==> config.mk <==
export PLATFORM = sky130hd
export DESIGN_NAME = pff_ctrl
export DESIGN_NICKNAME = d
export VERILOG_FILES = /design/src/rtl/pff_pkg.sv /design/src/rtl/pff_ctrl.sv
export SDC_FILE = /design/constraint.sdc
export NUM_CORES = 1
export LEC_CHECK = 0
export BUFFER_PORTS_ARGS = -buffer_cell sky130_fd_sc_hd__buf_2
export CAP_MARGIN = 5
export CORE_UTILIZATION = 56
export CTS_CLUSTER_SIZE = 20
export DETAILED_ROUTE_END_ITERATION = 12
export PLACE_DENSITY = 0.84
export SYNTH_ARGS = -nofsm -noshare
export SYNTH_HDL_FRONTEND = slang
export SYNTH_SLANG_ARGS = --single-unit
==> constraint.sdc <==
create_clock -name clk -period 4.9 [get_ports clk]
set_clock_uncertainty 0.15 [all_clocks]
set_input_delay 0.245 -clock clk [delete_from_list [all_inputs] [get_ports clk]]
set_output_delay 0.245 -clock clk [all_outputs]
set_load 0.05 [all_outputs]
==> src/rtl/pff_pkg.sv <==
// ----------------------------------------------------------------------------
// pff_pkg: shared types and codes for the priority flood fill block
// Commands, status codes, register indexes and the controller/datapath link.
// ----------------------------------------------------------------------------
package pff_pkg;

    localparam logic [1:0] CMD_WRITE = 2'd0;
    localparam logic [1:0] CMD_RUN   = 2'd1;
    localparam logic [1:0] CMD_READ  = 2'd2;

    localparam logic [1:0] ST_OK     = 2'd0;
    localparam logic [1:0] ST_RANGE  = 2'd1;
    localparam logic [1:0] ST_NOFILL = 2'd2;

    localparam logic REG_GRID_WIDTH = 1'b0;
    localparam logic REG_GRID_DEPTH = 1'b1;

    typedef enum logic [4:0] {
        S_IDLE,
        S_READ,
        S_CLEAR,
        S_SEED_GEN,
        S_VISIT,
        S_PUSH_RD,
        S_PUSH_CMP,
        S_POP_CHK,
        S_POP_TOP,
        S_POP_LAST,
        S_SIFT_L,
        S_SIFT_R,
        S_SIFT_CMP,
        S_PCELL,
        S_PDIST,
        S_PDIST_CAP,
        S_NBR_GEN,
        S_FINISH
    } state_t;

    typedef enum logic [4:0] {
        OP_NONE,
        OP_WRITE,
        OP_READ_ISSUE,
        OP_READ_OUT,
        OP_REJECT,
        OP_RUN_BAD,
        OP_RUN_INIT,
        OP_CLEAR,
        OP_SEED_GEN,
        OP_VISIT_SEED,
        OP_VISIT_FLOOD,
        OP_PUSH_RD,
        OP_PUSH_CMP,
        OP_POP_RD0,
        OP_POP_TOP,
        OP_POP_LAST,
        OP_SIFT_L,
        OP_SIFT_R,
        OP_SIFT_CMP,
        OP_PCELL,
        OP_PDIST,
        OP_PDIST_CAP,
        OP_NBR_GEN,
        OP_FINISH
    } dp_op_t;

    typedef struct packed {
        dp_op_t op;
    } dp_ctl_t;

    typedef struct packed {
        logic grid_ok;
        logic clear_last;
        logic gen_done;
        logic fresh;
        logic push_top;
        logic push_up;
        logic heap_empty;
        logic sift_leaf;
        logic sift_down;
        logic nbr_valid;
        logic nbr_last;
    } dp_status_t;

endpackage

==> src/rtl/pff_ctrl.sv <==
// ----------------------------------------------------------------------------
// pff_ctrl: sequencer for the priority flood fill
// Decodes commands and steps the datapath through clear, seed, heap and
// neighbor phases.
// ----------------------------------------------------------------------------
module pff_ctrl (
    input  logic                clk,
    input  logic                rst_n,
    input  logic                start,
    input  logic [1:0]          cmd,
    input  pff_pkg::dp_status_t st,
    output pff_pkg::dp_ctl_t    ctl,
    output logic                busy
);
    import pff_pkg::*;

    state_t state_reg, state_next;
    logic   flood_reg, flood_next;
    state_t after_gen;

    always_ff @(posedge clk or negedge rst_n)
    begin
        if (!rst_n)
        begin
            state_reg <= S_IDLE;
            flood_reg <= 1'b0;
        end
        else
        begin
            state_reg <= state_next;
            flood_reg <= flood_next;
        end
    end

    assign busy = (state_reg != S_IDLE);

    always_comb
    begin
        state_next = state_reg;
        flood_next = flood_reg;
        ctl.op     = OP_NONE;
        if (st.gen_done)
            after_gen = S_POP_CHK;
        else if (flood_reg)
            after_gen = S_NBR_GEN;
        else
            after_gen = S_SEED_GEN;
        case (state_reg)
            S_IDLE:
            begin
                if (start)
                begin
                    case (cmd)
                        CMD_WRITE: ctl.op = OP_WRITE;
                        CMD_READ:
                        begin
                            ctl.op     = OP_READ_ISSUE;
                            state_next = S_READ;
                        end
                        CMD_RUN:
                        begin
                            if (st.grid_ok)
                            begin
                                ctl.op     = OP_RUN_INIT;
                                state_next = S_CLEAR;
                                flood_next = 1'b0;
                            end
                            else
                                ctl.op = OP_RUN_BAD;
                        end
                        default: ctl.op = OP_REJECT;
                    endcase
                end
            end
            S_READ:
            begin
                ctl.op     = OP_READ_OUT;
                state_next = S_IDLE;
            end
            S_CLEAR:
            begin
                ctl.op = OP_CLEAR;
                if (st.clear_last)
                    state_next = S_SEED_GEN;
            end
            S_SEED_GEN:
            begin
                ctl.op     = OP_SEED_GEN;
                state_next = S_VISIT;
            end
            S_VISIT:
            begin
                ctl.op     = flood_reg ? OP_VISIT_FLOOD : OP_VISIT_SEED;
                state_next = st.fresh ? S_PUSH_RD : after_gen;
            end
            S_PUSH_RD:
            begin
                ctl.op     = OP_PUSH_RD;
                state_next = st.push_top ? after_gen : S_PUSH_CMP;
            end
            S_PUSH_CMP:
            begin
                ctl.op     = OP_PUSH_CMP;
                state_next = st.push_up ? S_PUSH_RD : after_gen;
            end
            S_POP_CHK:
            begin
                ctl.op     = OP_POP_RD0;
                flood_next = 1'b1;
                state_next = st.heap_empty ? S_FINISH : S_POP_TOP;
            end
            S_POP_TOP:
            begin
                ctl.op     = OP_POP_TOP;
                state_next = S_POP_LAST;
            end
            S_POP_LAST:
            begin
                ctl.op     = OP_POP_LAST;
                state_next = S_SIFT_L;
            end
            S_SIFT_L:
            begin
                ctl.op     = OP_SIFT_L;
                state_next = st.sift_leaf ? S_PCELL : S_SIFT_R;
            end
            S_SIFT_R:
            begin
                ctl.op     = OP_SIFT_R;
                state_next = S_SIFT_CMP;
            end
            S_SIFT_CMP:
            begin
                ctl.op     = OP_SIFT_CMP;
                state_next = st.sift_down ? S_SIFT_L : S_PCELL;
            end
            S_PCELL:
            begin
                ctl.op     = OP_PCELL;
                state_next = S_PDIST;
            end
            S_PDIST:
            begin
                ctl.op     = OP_PDIST;
                state_next = S_PDIST_CAP;
            end
            S_PDIST_CAP:
            begin
                ctl.op     = OP_PDIST_CAP;
                state_next = S_NBR_GEN;
            end
            S_NBR_GEN:
            begin
                ctl.op = OP_NBR_GEN;
                if (st.nbr_valid)
                    state_next = S_VISIT;
                else if (st.nbr_last)
                    state_next = S_POP_CHK;
            end
            S_FINISH:
            begin
                ctl.op     = OP_FINISH;
                state_next = S_IDLE;
            end
            default: state_next = S_IDLE;
        endcase
    end

endmodule

* Word level (Yosys, flattened, before mapping) *
Index checks and enable logic that the tools add are counted.

word-level totals
  output and inout bits = 6
  ROM bits = 0
  input port bits = 16
  memory bits (writable) = 0
  memories = 0
  bits in registers = 6
  bits in latches = 0

cells by class
  shifts and indexed selects = 0
  multiplexer cells = 24
  divide/modulo/power cells = 0
  $lt $le $gt $ge = 0
  equal/unequal tests = 26
  add/sub/neg operators = 0
  bitwise gates (word level) = 0
  reduce and logical (&&, ||, !) cells = 6
  multiply operators = 0

operator list
  cell                                                    number
  one-hot mux 5 bit (18 select lines)                     1
  one-hot mux 5 bit (16 select lines)                     1
  2-to-1 mux 5 bit                                        11
  == test 5 x 4 -> 1 bit (second input constant)          8
  == test 5 x 3 -> 1 bit (second input constant)          4
  == test 5 x 2 -> 1 bit (second input constant)          2
  == test 5 bit (second input constant)                   2
  one-hot mux 5 bit (2 select lines)                      1
  2-to-1 mux 3 bit                                        3
  one-hot mux 3 bit (3 select lines)                      1
  inequality test 2 bit (second input constant)           3
  inequality test 3 bit (second input constant)           2
  == test 5 x 1 -> 1 bit (second input constant)          1
  zero test 5 bit                                         1
  AND reduction 5 bit                                     1
  nonzero test 5 bit                                      1
  2-to-1 mux 2 bit                                        2
  AND reduction 4 bit                                     1
  2-to-1 mux 1 bit                                        3
  inequality test 3 x 1 -> 1 bit (second input constant)  1
  == test 2 x 1 -> 1 bit (second input constant)          1
  == test 2 bit (second input constant)                   1
  zero test 2 bit                                         1
  inequality test 2 x 1 -> 1 bit (second input constant)  1
  2 further kinds                                         2

* Depth between registers and ports, before layout *
Gate-level depths: netlist (run 1).

  word-level depth = 4
  depth in mapped cells = 6
  gate-level depth less buffers = 4

* Least setup slack after synthesis (run 1) *
OpenSTA, ideal clock, no wires.

  path type = reg-to-output
  start point = register state_reg[4]
  end point = output ctl[0] in the netlist's numbering
  path slack = 2393 ps
  cell stages (with the launch flop) = 6
  arrival = 2112 ps
  path buffers = 1
  cells stage by stage = dfrtp_1 -> buf_2 -> nand2b_1 -> o21a_1 -> o32a_1 -> o21ai_0

RTL lines
  what                      RTL line        text
  start: declaration        pff_ctrl.sv:17  state_t state_reg, state_next;
  start signal: assignment  pff_ctrl.sv:30  state_reg <= state_next;
  end: declaration          pff_ctrl.sv:12  output pff_pkg::dp_ctl_t ctl,

==> flow_metrics.env, run 1 <==
export IMPL_place_ws_ns=2.66
export IMPL_worst_slew_pin_slew_ns=0.654
export IMPL_yosys_area_top_type_share=0.175
export IMPL_synth_edf_count=0
export IMPL_placementRows=13
export IMPL_antennaDiodeCount=0
export IMPL_postRouteAntennaNets=0
export IMPL_leakagePower_nw=0.389
export IMPL_gp_congestion=0.873
export IMPL_fin_crit_ns=2.55
export IMPL_utilization=0.705
export IMPL_h_tree_depth=1
export IMPL_synth_distinct_cells=42
export IMPL_yosysWarnings=0
export IMPL_p_per_area_mw_per_mm2=461
export IMPL_drv_cap=0
export IMPL_outcome="finished clean"
export IMPL_drv_slew=0
export IMPL_area_growth_pct=12.4
export IMPL_power_frac_clock=0.113
export IMPL_worst_path_max_fanout=21
export IMPL_grt_use_total=0.318
export IMPL_vias=983
export IMPL_grt_pass1_wl_um=3460
export IMPL_synth_area_leaders="dfrtp_1 (18%), nor2_1 (5.3%), a21oi_1 (4.7%), o21ai_0 (4.7%), buf_2 (4.1%)"
export IMPL_p_comb_frac=0.650
export IMPL_drtIter0Drc=51
export IMPL_design_die_area_mm2=0.00169
export IMPL_rsz0062_at_grt="false"
export IMPL_hpwl_um=1690
export IMPL_power_switching_uw=256
export IMPL_finalSetupTns_ns=0
export IMPL_cts_tree="yes"
export IMPL_slew_headroom=0.564
export IMPL_rrSetupSlack_ns=2.79
export IMPL_antenna_found_initial=0
export IMPL_ys_ff_latch=6
export IMPL_irDropWorstVdd_mv=0.350
export IMPL_hold_slack_ns=0.194
export IMPL_final_hold_viol_count=0
export IMPL_p_sw_frac=0.576
export IMPL_fin_ws_ns=2.35
export IMPL_cts_root_buf="clkbuf_4"
export IMPL_seqPwrFrac=0.237
export IMPL_overflow=0
export IMPL_syn_nets=133
export IMPL_cts_clk_slew_worst_paths_ns=0.06
export IMPL_drive_gt1_frac=0.250
export IMPL_finalNonFillerCells=147
export IMPL_p_int_uw=188
export IMPL_min_period_over_period=0.520
export IMPL_yosys_most_used_dff="dfrtp_1"
export IMPL_syn_instance_count=117
export IMPL_ys_seq_area_frac=0.175
export IMPL_post_drt_wl_per_cell_um=16.0
export IMPL_largest_register_ffs=5
export IMPL_yosysMostFrequentCell="nor2_1"
export IMPL_die_h_um=41.1
export IMPL_synthesis_area_um2=857
export IMPL_io_buffer_count=21
export IMPL_arrival_ns=2.15
export IMPL_initial_utilization=0.627
export IMPL_endpoint_kind="output port"
export IMPL_worst_setup_path_type="flip-flop to output port"
export IMPL_clockBufferDepth=2
export IMPL_yosys_top_cells_count="nor2_1 (12), a21oi_1 (8), nand2_1 (8), o21ai_0 (8), buf_2 (7)"
export IMPL_grt_pass1_vias=799
export IMPL_fmax_ghz=0.392
export IMPL_dp_cells=143
export IMPL_setup_viol=0
export IMPL_routed_wl_um=2350
export IMPL_cts_buffers_inserted=3
export IMPL_die_w_um=41.1
export IMPL_cts_sinks=6
export IMPL_drt_first_pass_iters=4
export IMPL_avgSynthCellArea_um2=7.33
export IMPL_hp_class="input pin to flip-flop"
export IMPL_coreArea_mm2=0.00137
export IMPL_ys_async_sr_fraction=1.00
export IMPL_post_cts_resized=0
export IMPL_clk_latency_ns=0.26
export IMPL_synth_top_area_cell="dfrtp_1"
export IMPL_num_nets_final=150
export IMPL_required_ns=4.51
export IMPL_via_per_inst=6.69
export IMPL_grt_start_max_net_pins=23
export IMPL_ioPinCount=22
export IMPL_drc=0
export IMPL_startpoint_type="flip-flop"
[through the flow]
step	power, mW	cell area, um2
2_1_floorplan	0.334	857
3_3_place_gp	0.382	931
3_5_place_dp	0.389	931
4_1_cts	0.441	963
5_1_grt	0.469	963
6_report	0.444	963
[placed cells by master, fill, tap and decap left out, types with 2 or more instances in the layout]
cell type  count
nand2_1        8
o21bai_1       3
clkbuf_4       3
dfrtp_1        6
inv_1          4
nand3b_1       2
or2_2          2
a31oi_1        2
nor2b_1        5
nor3_1         5
o21a_1         2
nor2_1        12
nor4_1         3
buf_2         21
a21oi_1        8
o2bb2ai_1      2
nor3_2         2
o21ai_0        8
a211oi_1       3
nand2b_1       5
and3_1         2
nor4b_1        4
[final timing paths]
path / from / end / depth (start not counted)
hold reg to reg: flood_reg / flood_reg / 1
hold / removal: start / flood_reg / 3
min in group asynchronous: rst_n / state_reg[2] / 2
max in group asynchronous: rst_n / flood_reg / 2
setup / recovery: state_reg[1] / ctl[0] / 5
setup reg to reg: state_reg[1] / state_reg[1] / 4
[kinds of logic (layout without fill, tap and decap cells)]
kind of cell    after synthesis  count (layout)  share of synthesized area
simple gates                 58              58                      0.413
flops                         6               6                      0.175
compound gates               37              37                      0.307
buf+inv                      14              29                     0.0759
mux                           2               2                     0.0292
[what timing repair did]
item	4_1_cts	5_1_grt
setup buffers	0	0
hold buffers	1	0
setup endpoints to repair	0	0
endpoints found under the hold margin	6	0
[routing by layer]
layer / wire (um) / part of all wire / global-route usage / vias to the layer above
li1: - / - / - / 474
met1: 1010 / 0.43 / 0.396 / 443
met2: 1090 / 0.46 / 0.508 / 57
met3: 207 / 0.088 / 0.109 / 9
met4: 42 / 0.018 / 0.105 / 0
met5: 0 / 0 / 0 / -
[power groups by stage]
stage                     clock [mW]  sequential [mW]  combinational (mW)
after CTS                     0.0499            0.103               0.287
after global placement             0            0.102               0.280
final                         0.0503            0.105               0.289
after floorplan                    0           0.0670               0.267
after global routing          0.0521            0.109               0.309
after detailed placement           0            0.104               0.285
[worst max-delay path, stage by stage (launching register included)]
cell and delay, ns:
dfrtp_1 0.61, or3_1 0.51, nor2_1 0.27, a31oi_1 0.13, o21ai_0 0.08, buf_2 0.29
[final cells by class]
type	instances	area, um2
multi-input combinational	97	642
fill	120	403
sequential	6	150
timing repair buffer	22	115
clock buffer	3	22.5
tap	15	18.8
inverter	4	15.0
Power figures use the tool's default switching activity.
==> run 2: changes to the inputs <==
--- a/config.mk
+++ b/config.mk
@@ -7,10 +7,10 @@
 export LEC_CHECK = 0
 export BUFFER_PORTS_ARGS = -buffer_cell sky130_fd_sc_hd__buf_2
 export CAP_MARGIN = 5
-export CORE_UTILIZATION = 56
+export CORE_UTILIZATION = 47
 export CTS_CLUSTER_SIZE = 20
 export DETAILED_ROUTE_END_ITERATION = 12
-export PLACE_DENSITY = 0.84
+export PLACE_DENSITY = 0.75
 export SYNTH_ARGS = -nofsm -noshare
 export SYNTH_HDL_FRONTEND = slang
 export SYNTH_SLANG_ARGS = --single-unit
==> constraint.sdc (replaced) <==
create_clock -name clk -period 2.2 [get_ports clk]
set_clock_uncertainty 0.15 [all_clocks]
set_input_delay 0.11 -clock clk [delete_from_list [all_inputs] [get_ports clk]]
set_output_delay 0.11 -clock clk [all_outputs]
set_load 0.05 [all_outputs]
==> run 2 against run 1 <==
  * Clock power rose by 91%
  * Utilization down 10 points
  * Hold slack worse by 0.12 ns
  * Non-clock buffer count rose by 8
  * Via count down 0.41%
  * Die area increased by 18%
  * Setup slack worse by 2.2 ns
  * Sequential cell count stayed put
  * Critical endpoint unchanged
  * Highest routed layer is now met3
==> flow_metrics.env, run 2 (synthesis results as in run 1) <==
export IMPL_outcome="finished clean"
export IMPL_grt_pass1_wl_um=3670
export IMPL_drc=0
export IMPL_drtIter0Drc=28
export IMPL_postRouteAntennaNets=0
export IMPL_cts_sinks=6
export IMPL_rsz0062_at_grt="false"
export IMPL_die_h_um=44.7
export IMPL_irDropWorstVdd_mv=0.683
export IMPL_grt_pass1_vias=831
export IMPL_drive_gt1_frac=0.300
export IMPL_clockBufferDepth=2
export IMPL_cts_clk_slew_worst_paths_ns=0.04
export IMPL_min_period_over_period=0.951
export IMPL_routed_wl_um=2290
export IMPL_fin_crit_ns=2.09
export IMPL_design_die_area_mm2=0.00200
export IMPL_cts_root_buf="clkbuf_4"
export IMPL_drv_cap=0
export IMPL_vias=979
export IMPL_grt_use_total=0.247
export IMPL_startpoint_type="flip-flop"
export IMPL_leakagePower_nw=0.433
export IMPL_final_cell_mix="buf_2 (21), nor2_1 (11), nand2_1 (8), a21oi_1 (8), buf_4 (8)"
export IMPL_coreArea_mm2=0.00173
export IMPL_arrival_ns=1.83
export IMPL_cts_setup_buffers=0
export IMPL_cts_tree="yes"
export IMPL_io_buffer_count=21
export IMPL_wl_met1_um=1000
export IMPL_grt_start_max_net_pins=17
export IMPL_num_nets_final=158
export IMPL_required_ns=1.94
export IMPL_setup_viol=0
export IMPL_p_per_area_mw_per_mm2=985
export IMPL_clk_latency_ns=0.24
export IMPL_drv_slew=0
export IMPL_slew_headroom=0.699
export IMPL_drt_first_pass_iters=4
export IMPL_mostFrequentLayoutCell="buf_2"
export IMPL_fmax_ghz=0.478
export IMPL_die_w_um=44.7
export IMPL_antenna_found_initial=0
export IMPL_area_growth_pct=21.2
export IMPL_post_drt_wl_per_cell_um=13.8
export IMPL_overflow=0
export IMPL_endpoint_kind="output port"
export IMPL_top_layer_used="met3"
export IMPL_initial_utilization=0.496
export IMPL_worst_setup_path_type="flip-flop to output port"
export IMPL_hold_slack_ns=0.0765
export IMPL_critPathSlowestCell="dfrtp_1"
export IMPL_wl_met3_um=144
export IMPL_worst_slew_pin_slew_ns=0.445
export IMPL_h_tree_depth=1
export IMPL_placementRows=15
export IMPL_route_met2_wl_um=1140
export IMPL_cts_buffers_inserted=3
export IMPL_largest_register_ffs=5
export IMPL_finalSetupTns_ns=0
export IMPL_crit_chain="nand2b_1, o21a_1, o32a_1, o21ai_1, buf_2"
export IMPL_hp_class="input pin to async pin"
export IMPL_worst_path_max_fanout=11
export IMPL_final_hold_viol_count=0
export IMPL_via_per_inst=5.93
export IMPL_hpwl_um=1860
export IMPL_slowest_delay_ns=0.48
export IMPL_gp_congestion=0.955
export IMPL_antennaDiodeCount=0
export IMPL_ioPinCount=22
run 2: changes by cell type in the layout (fill, tap and decap cells not counted):
cell     previous run  this run
buf_4               0         8
nor2_1             12        11
nor2_2              0         1
o21ai_0             8         7
o21ai_1             0         1
run 2: repair_timing:
action | 4_1_cts | 5_1_grt
hold endpoints to repair | 6 | 0
hold buffers | 1 | 0
resized for setup | 0 | 1
endpoints found under the setup margin | 0 | 2
run 2: metal layers:
layer	vias to the layer above	global-route usage
met5	-	0
met4	0	0.0182
met3	0	0.0480
met2	45	0.426
met1	450	0.335
li1	484	-
run 2: per-stage QoR:
step                instances  instance area, um2  power, mW  setup WS (ns)   util
finish                    165                1040       1.02          0.107  0.601
global route              165                1040       1.10        0.00905  0.601
CTS                       165                1040       1.02         0.0491  0.600
detailed placement        161                1000      0.916          0.317  0.581
global placement          161                1000      0.914          0.333  0.581
floorplan                 117                 857      0.745         0.0950      -
run 2: path summary, 6_finish.rpt:
path                            slack, ns            to  cells after the start    startpoint
worst max-delay path                 0.11        ctl[0]                      5  state_reg[4]
worst min-delay path                 0.08  state_reg[4]                      2         rst_n
worst max register to register       0.35  state_reg[0]                      5  state_reg[3]
worst min register to register       0.49     flood_reg                      1     flood_reg
max in group asynchronous            1.68     flood_reg                      2         rst_n
min in group clk                     0.08  state_reg[4]                      4         st[0]
run 2: final cells by class:
class                      instances  area [um2]
clock buffer                       3        22.5
timing repair buffer              30         175
sequential                         6         150
tap                               25        31.3
inverter                           4        15.0
fill                             171         688
multi-input combinational         97         644
run 2: critical path: cells and delay by family (launching register included):
kind	cells	cell delay (ns)
DFF	1	0.48
and+or+nand+nor	1	0.30
buffers and inverters	1	0.27
AOI/OAI and AO/OA	3	0.52
run 2: where the power goes:
| part | total (mW) | internal, mW | switching, mW |
|---|---|---|---|
| Combinational | 0.758 | 0.266 | 0.492 |
| Clock | 0.0963 | 0.0614 | 0.0349 |
| Sequential | 0.169 | 0.135 | 0.0348 |
==> run 3: changes to the inputs <==
--- a/config.mk
+++ b/config.mk
@@ -5,12 +5,13 @@
 export SDC_FILE = /design/constraint.sdc
 export NUM_CORES = 1
 export LEC_CHECK = 0
+export ABC_AREA = 1
 export BUFFER_PORTS_ARGS = -buffer_cell sky130_fd_sc_hd__buf_2
 export CAP_MARGIN = 5
-export CORE_UTILIZATION = 47
+export CORE_UTILIZATION = 46
 export CTS_CLUSTER_SIZE = 20
 export DETAILED_ROUTE_END_ITERATION = 12
-export PLACE_DENSITY = 0.75
+export PLACE_DENSITY = 0.74
 export SYNTH_ARGS = -nofsm -noshare
 export SYNTH_HDL_FRONTEND = slang
 export SYNTH_SLANG_ARGS = --single-unit
==> run 3 against run 2 <==
  * Synthesized area fell by 3.2%
  * Total power rose by 43%
  * Clock power rose by 17%
  * Critical path type unchanged
  * First-iteration DRC count rose to 3.0 times the previous value
  * Non-clock buffer count is 6 lower
==> flow_metrics.env, run 3 <==
export IMPL_worst_path_max_fanout=6
export IMPL_antenna_found_initial=0
export IMPL_hold_slack_ns=0.00837
export IMPL_yosysWarnings=0
export IMPL_leakagePower_nw=0.562
export IMPL_drt_first_pass_iters=4
export IMPL_outcome="finished clean"
export IMPL_setup_viol=0
export IMPL_cts_buffers_inserted=3
export IMPL_final_hold_viol_count=0
export IMPL_gp_congestion=0.944
export IMPL_p_per_area_mw_per_mm2=1450
export IMPL_min_period_over_period=0.957
export IMPL_cts_tree="yes"
export IMPL_ioPinCount=22
export IMPL_finalNonFillerCells=199
export IMPL_drc=0
export IMPL_overflow=0
export IMPL_vias=1124
export IMPL_worst_setup_path_type="flip-flop to output port"
export IMPL_area_growth_pct=21.7
export IMPL_yosys_top_cells_count="nand2_1 (38), nor2_1 (25), inv_1 (21), nand3_1 (14), o21ai_0 (9)"
export IMPL_synth_top_area_cell="dfrtp_1"
export IMPL_worst_slew_pin_slew_ns=0.358
export IMPL_critPathBufInv=2
export IMPL_rsz0062_at_grt="false"
export IMPL_drtIter0Drc=83
export IMPL_avgSynthCellArea_um2=5.53
export IMPL_grt_use_total=0.287
export IMPL_ys_async_sr_fraction=1.00
export IMPL_final_cell_mix="nand2_1 (38), nor2_1 (25), inv_1 (21), buf_2 (21), nand3_1 (14)"
export IMPL_required_ns=1.94
export IMPL_finalSetupTns_ns=0
export IMPL_syn_instance_count=150
export IMPL_coreArea_mm2=0.00159
export IMPL_arrival_ns=1.85
export IMPL_crit_chain="inv_1, nor2_2, nand3_1, nand2_1, a211oi_1, nand2_1, buf_2"
export IMPL_syn_nets=166
export IMPL_fin_crit_ns=2.11
export IMPL_p_total_mw=1.47
export IMPL_initial_utilization=0.520
export IMPL_synth_area_leaders="dfrtp_1 (18%), nand2_1 (17%), nor2_1 (11%), inv_1 (9.5%), nand3_1 (8.4%)"
export IMPL_endpoint_kind="output port"
export IMPL_multi_input_area_um2=586
export IMPL_nFillCells=174
export IMPL_antennaDiodeCount=0
export IMPL_routed_wl_um=2710
export IMPL_critPathSlowestCell="dfrtp_1"
export IMPL_grt_pass1_wl_um=4050
export IMPL_ys_ff_latch=6
export IMPL_hp_class="input pin to flip-flop"
export IMPL_postRouteAntennaNets=0
export IMPL_cts_sinks=6
export IMPL_io_buffer_count=21
export IMPL_cpLargestDelayFamily="simple AND/OR/NAND/NOR gates"
export IMPL_yosys_most_used_dff="dfrtp_1"
export IMPL_slowest_delay_ns=0.42
export IMPL_yosys_area_top_type_share=0.181
export IMPL_grt_pass1_vias=932
export IMPL_synth_distinct_cells=21
export IMPL_clockBufferDepth=2
export IMPL_drv_slew=0
export IMPL_dp_cells=193
export IMPL_die_h_um=44.5
export IMPL_hpwl_um=2190
export IMPL_placementRows=14
export IMPL_slew_headroom=0.759
export IMPL_clk_latency_ns=0.26
export IMPL_synth_edf_count=0
export IMPL_die_w_um=44.5
export IMPL_largest_register_ffs=5
export IMPL_yosysMostFrequentCell="nand2_1"
export IMPL_drv_cap=0
export IMPL_mostFrequentLayoutCell="nand2_1"
export IMPL_h_tree_depth=1
export IMPL_design_die_area_mm2=0.00198
export IMPL_synthesis_area_um2=830
export IMPL_num_nets_final=193
export IMPL_post_drt_wl_per_cell_um=13.6
export IMPL_drive_gt1_frac=0.206
export IMPL_utilization=0.633
export IMPL_irDropWorstVdd_mv=1.24
export IMPL_startpoint_type="flip-flop"
export IMPL_grt_start_max_net_pins=10
export IMPL_via_per_inst=5.65
export IMPL_crit_path_frequent_cell="nand2_1"
export IMPL_ys_seq_area_frac=0.181
export IMPL_cts_clk_slew_worst_paths_ns=0.05
export IMPL_fmax_ghz=0.475
export IMPL_regArea_um2=150
export IMPL_cts_root_buf="clkbuf_4"
==> run 3: changes by cell type in the layout (fill, tap and decap cells not counted), sizes merged, moves of 3 or more <==
cell     previous run  this run
a211oi              4         1
a21oi               8         4
buf                29        21
inv                 4        23
nand2               8        40
nand2b              5         0
nand3               1        15
nand4               0         5
nor2               12        31
nor2b               5         0
nor4                4         1
nor4b               4         0
o2111ai             0         3
==> run 3: layout make-up <==
type	instances	area share
clock buffers	3	0.0223
inverters	23	0.0855
multi-input cells	119	0.580
flip-flops and latches	6	0.149
well taps	24	0.0297
repair buffers	24	0.134
==> run 3: tightest hold or removal path: stages <==
cell and delay (ns):
buf_2 0.07, nor2_1 0.03, inv_1 0.08, nand3_1 0.08
==> run 3: power breakdown <==
part / internal (mW) / switching, mW
Clock: 0.0624 / 0.0503
Sequential: 0.152 / 0.0810
Combinational: 0.285 / 0.835
==> run 3: per-stage QoR <==
stage | instance area, um2 | setup WS [ns]
floorplan | 830 | 0.0263
global placement | 942 | 0.320
CTS | 995 | 0.0284
detailed placement | 942 | 0.306
global route | 1010 | 0.000193
finish | 1010 | 0.0944
==> run 3: cell families after synthesis <==
group	share of synthesized area
AOI/OAI and AO/OA	0.139
and+or+nand+nor	0.549
buffers and inverters	0.131
DFF	0.181
==> run 3: what timing repair did <==
action / 4_1_cts / 5_1_grt
endpoints found under the hold margin: 8 / 0
resized for setup: 0 / 3
setup endpoints to repair: 0 / 3
hold buffers: 3 / 0
buffers inserted: 0 / 0
==> run 3: final timing paths <==
check                              from      endpoint  slack (ns)  depth (start not counted)
max in group asynchronous         rst_n  state_reg[3]        1.70                          2
setup / recovery           state_reg[3]        ctl[0]        0.09                          7
min in group asynchronous         rst_n  state_reg[4]        0.05                          2
setup reg to reg           state_reg[4]  state_reg[0]        0.46                          9
hold reg to reg               flood_reg     flood_reg        0.60                          2
hold / removal                    st[0]  state_reg[4]       0.008                          4
==> run 3: metal layers <==
metal | vias up | global-route usage | wire length (um)
met4 | 0 | 0.0909 | 88
met3 | 15 | 0.0735 | 288
met2 | 87 | 0.471 | 1250
li1 | 548 | - | -
met5 | - | 0 | 0
met1 | 474 | 0.368 | 1080
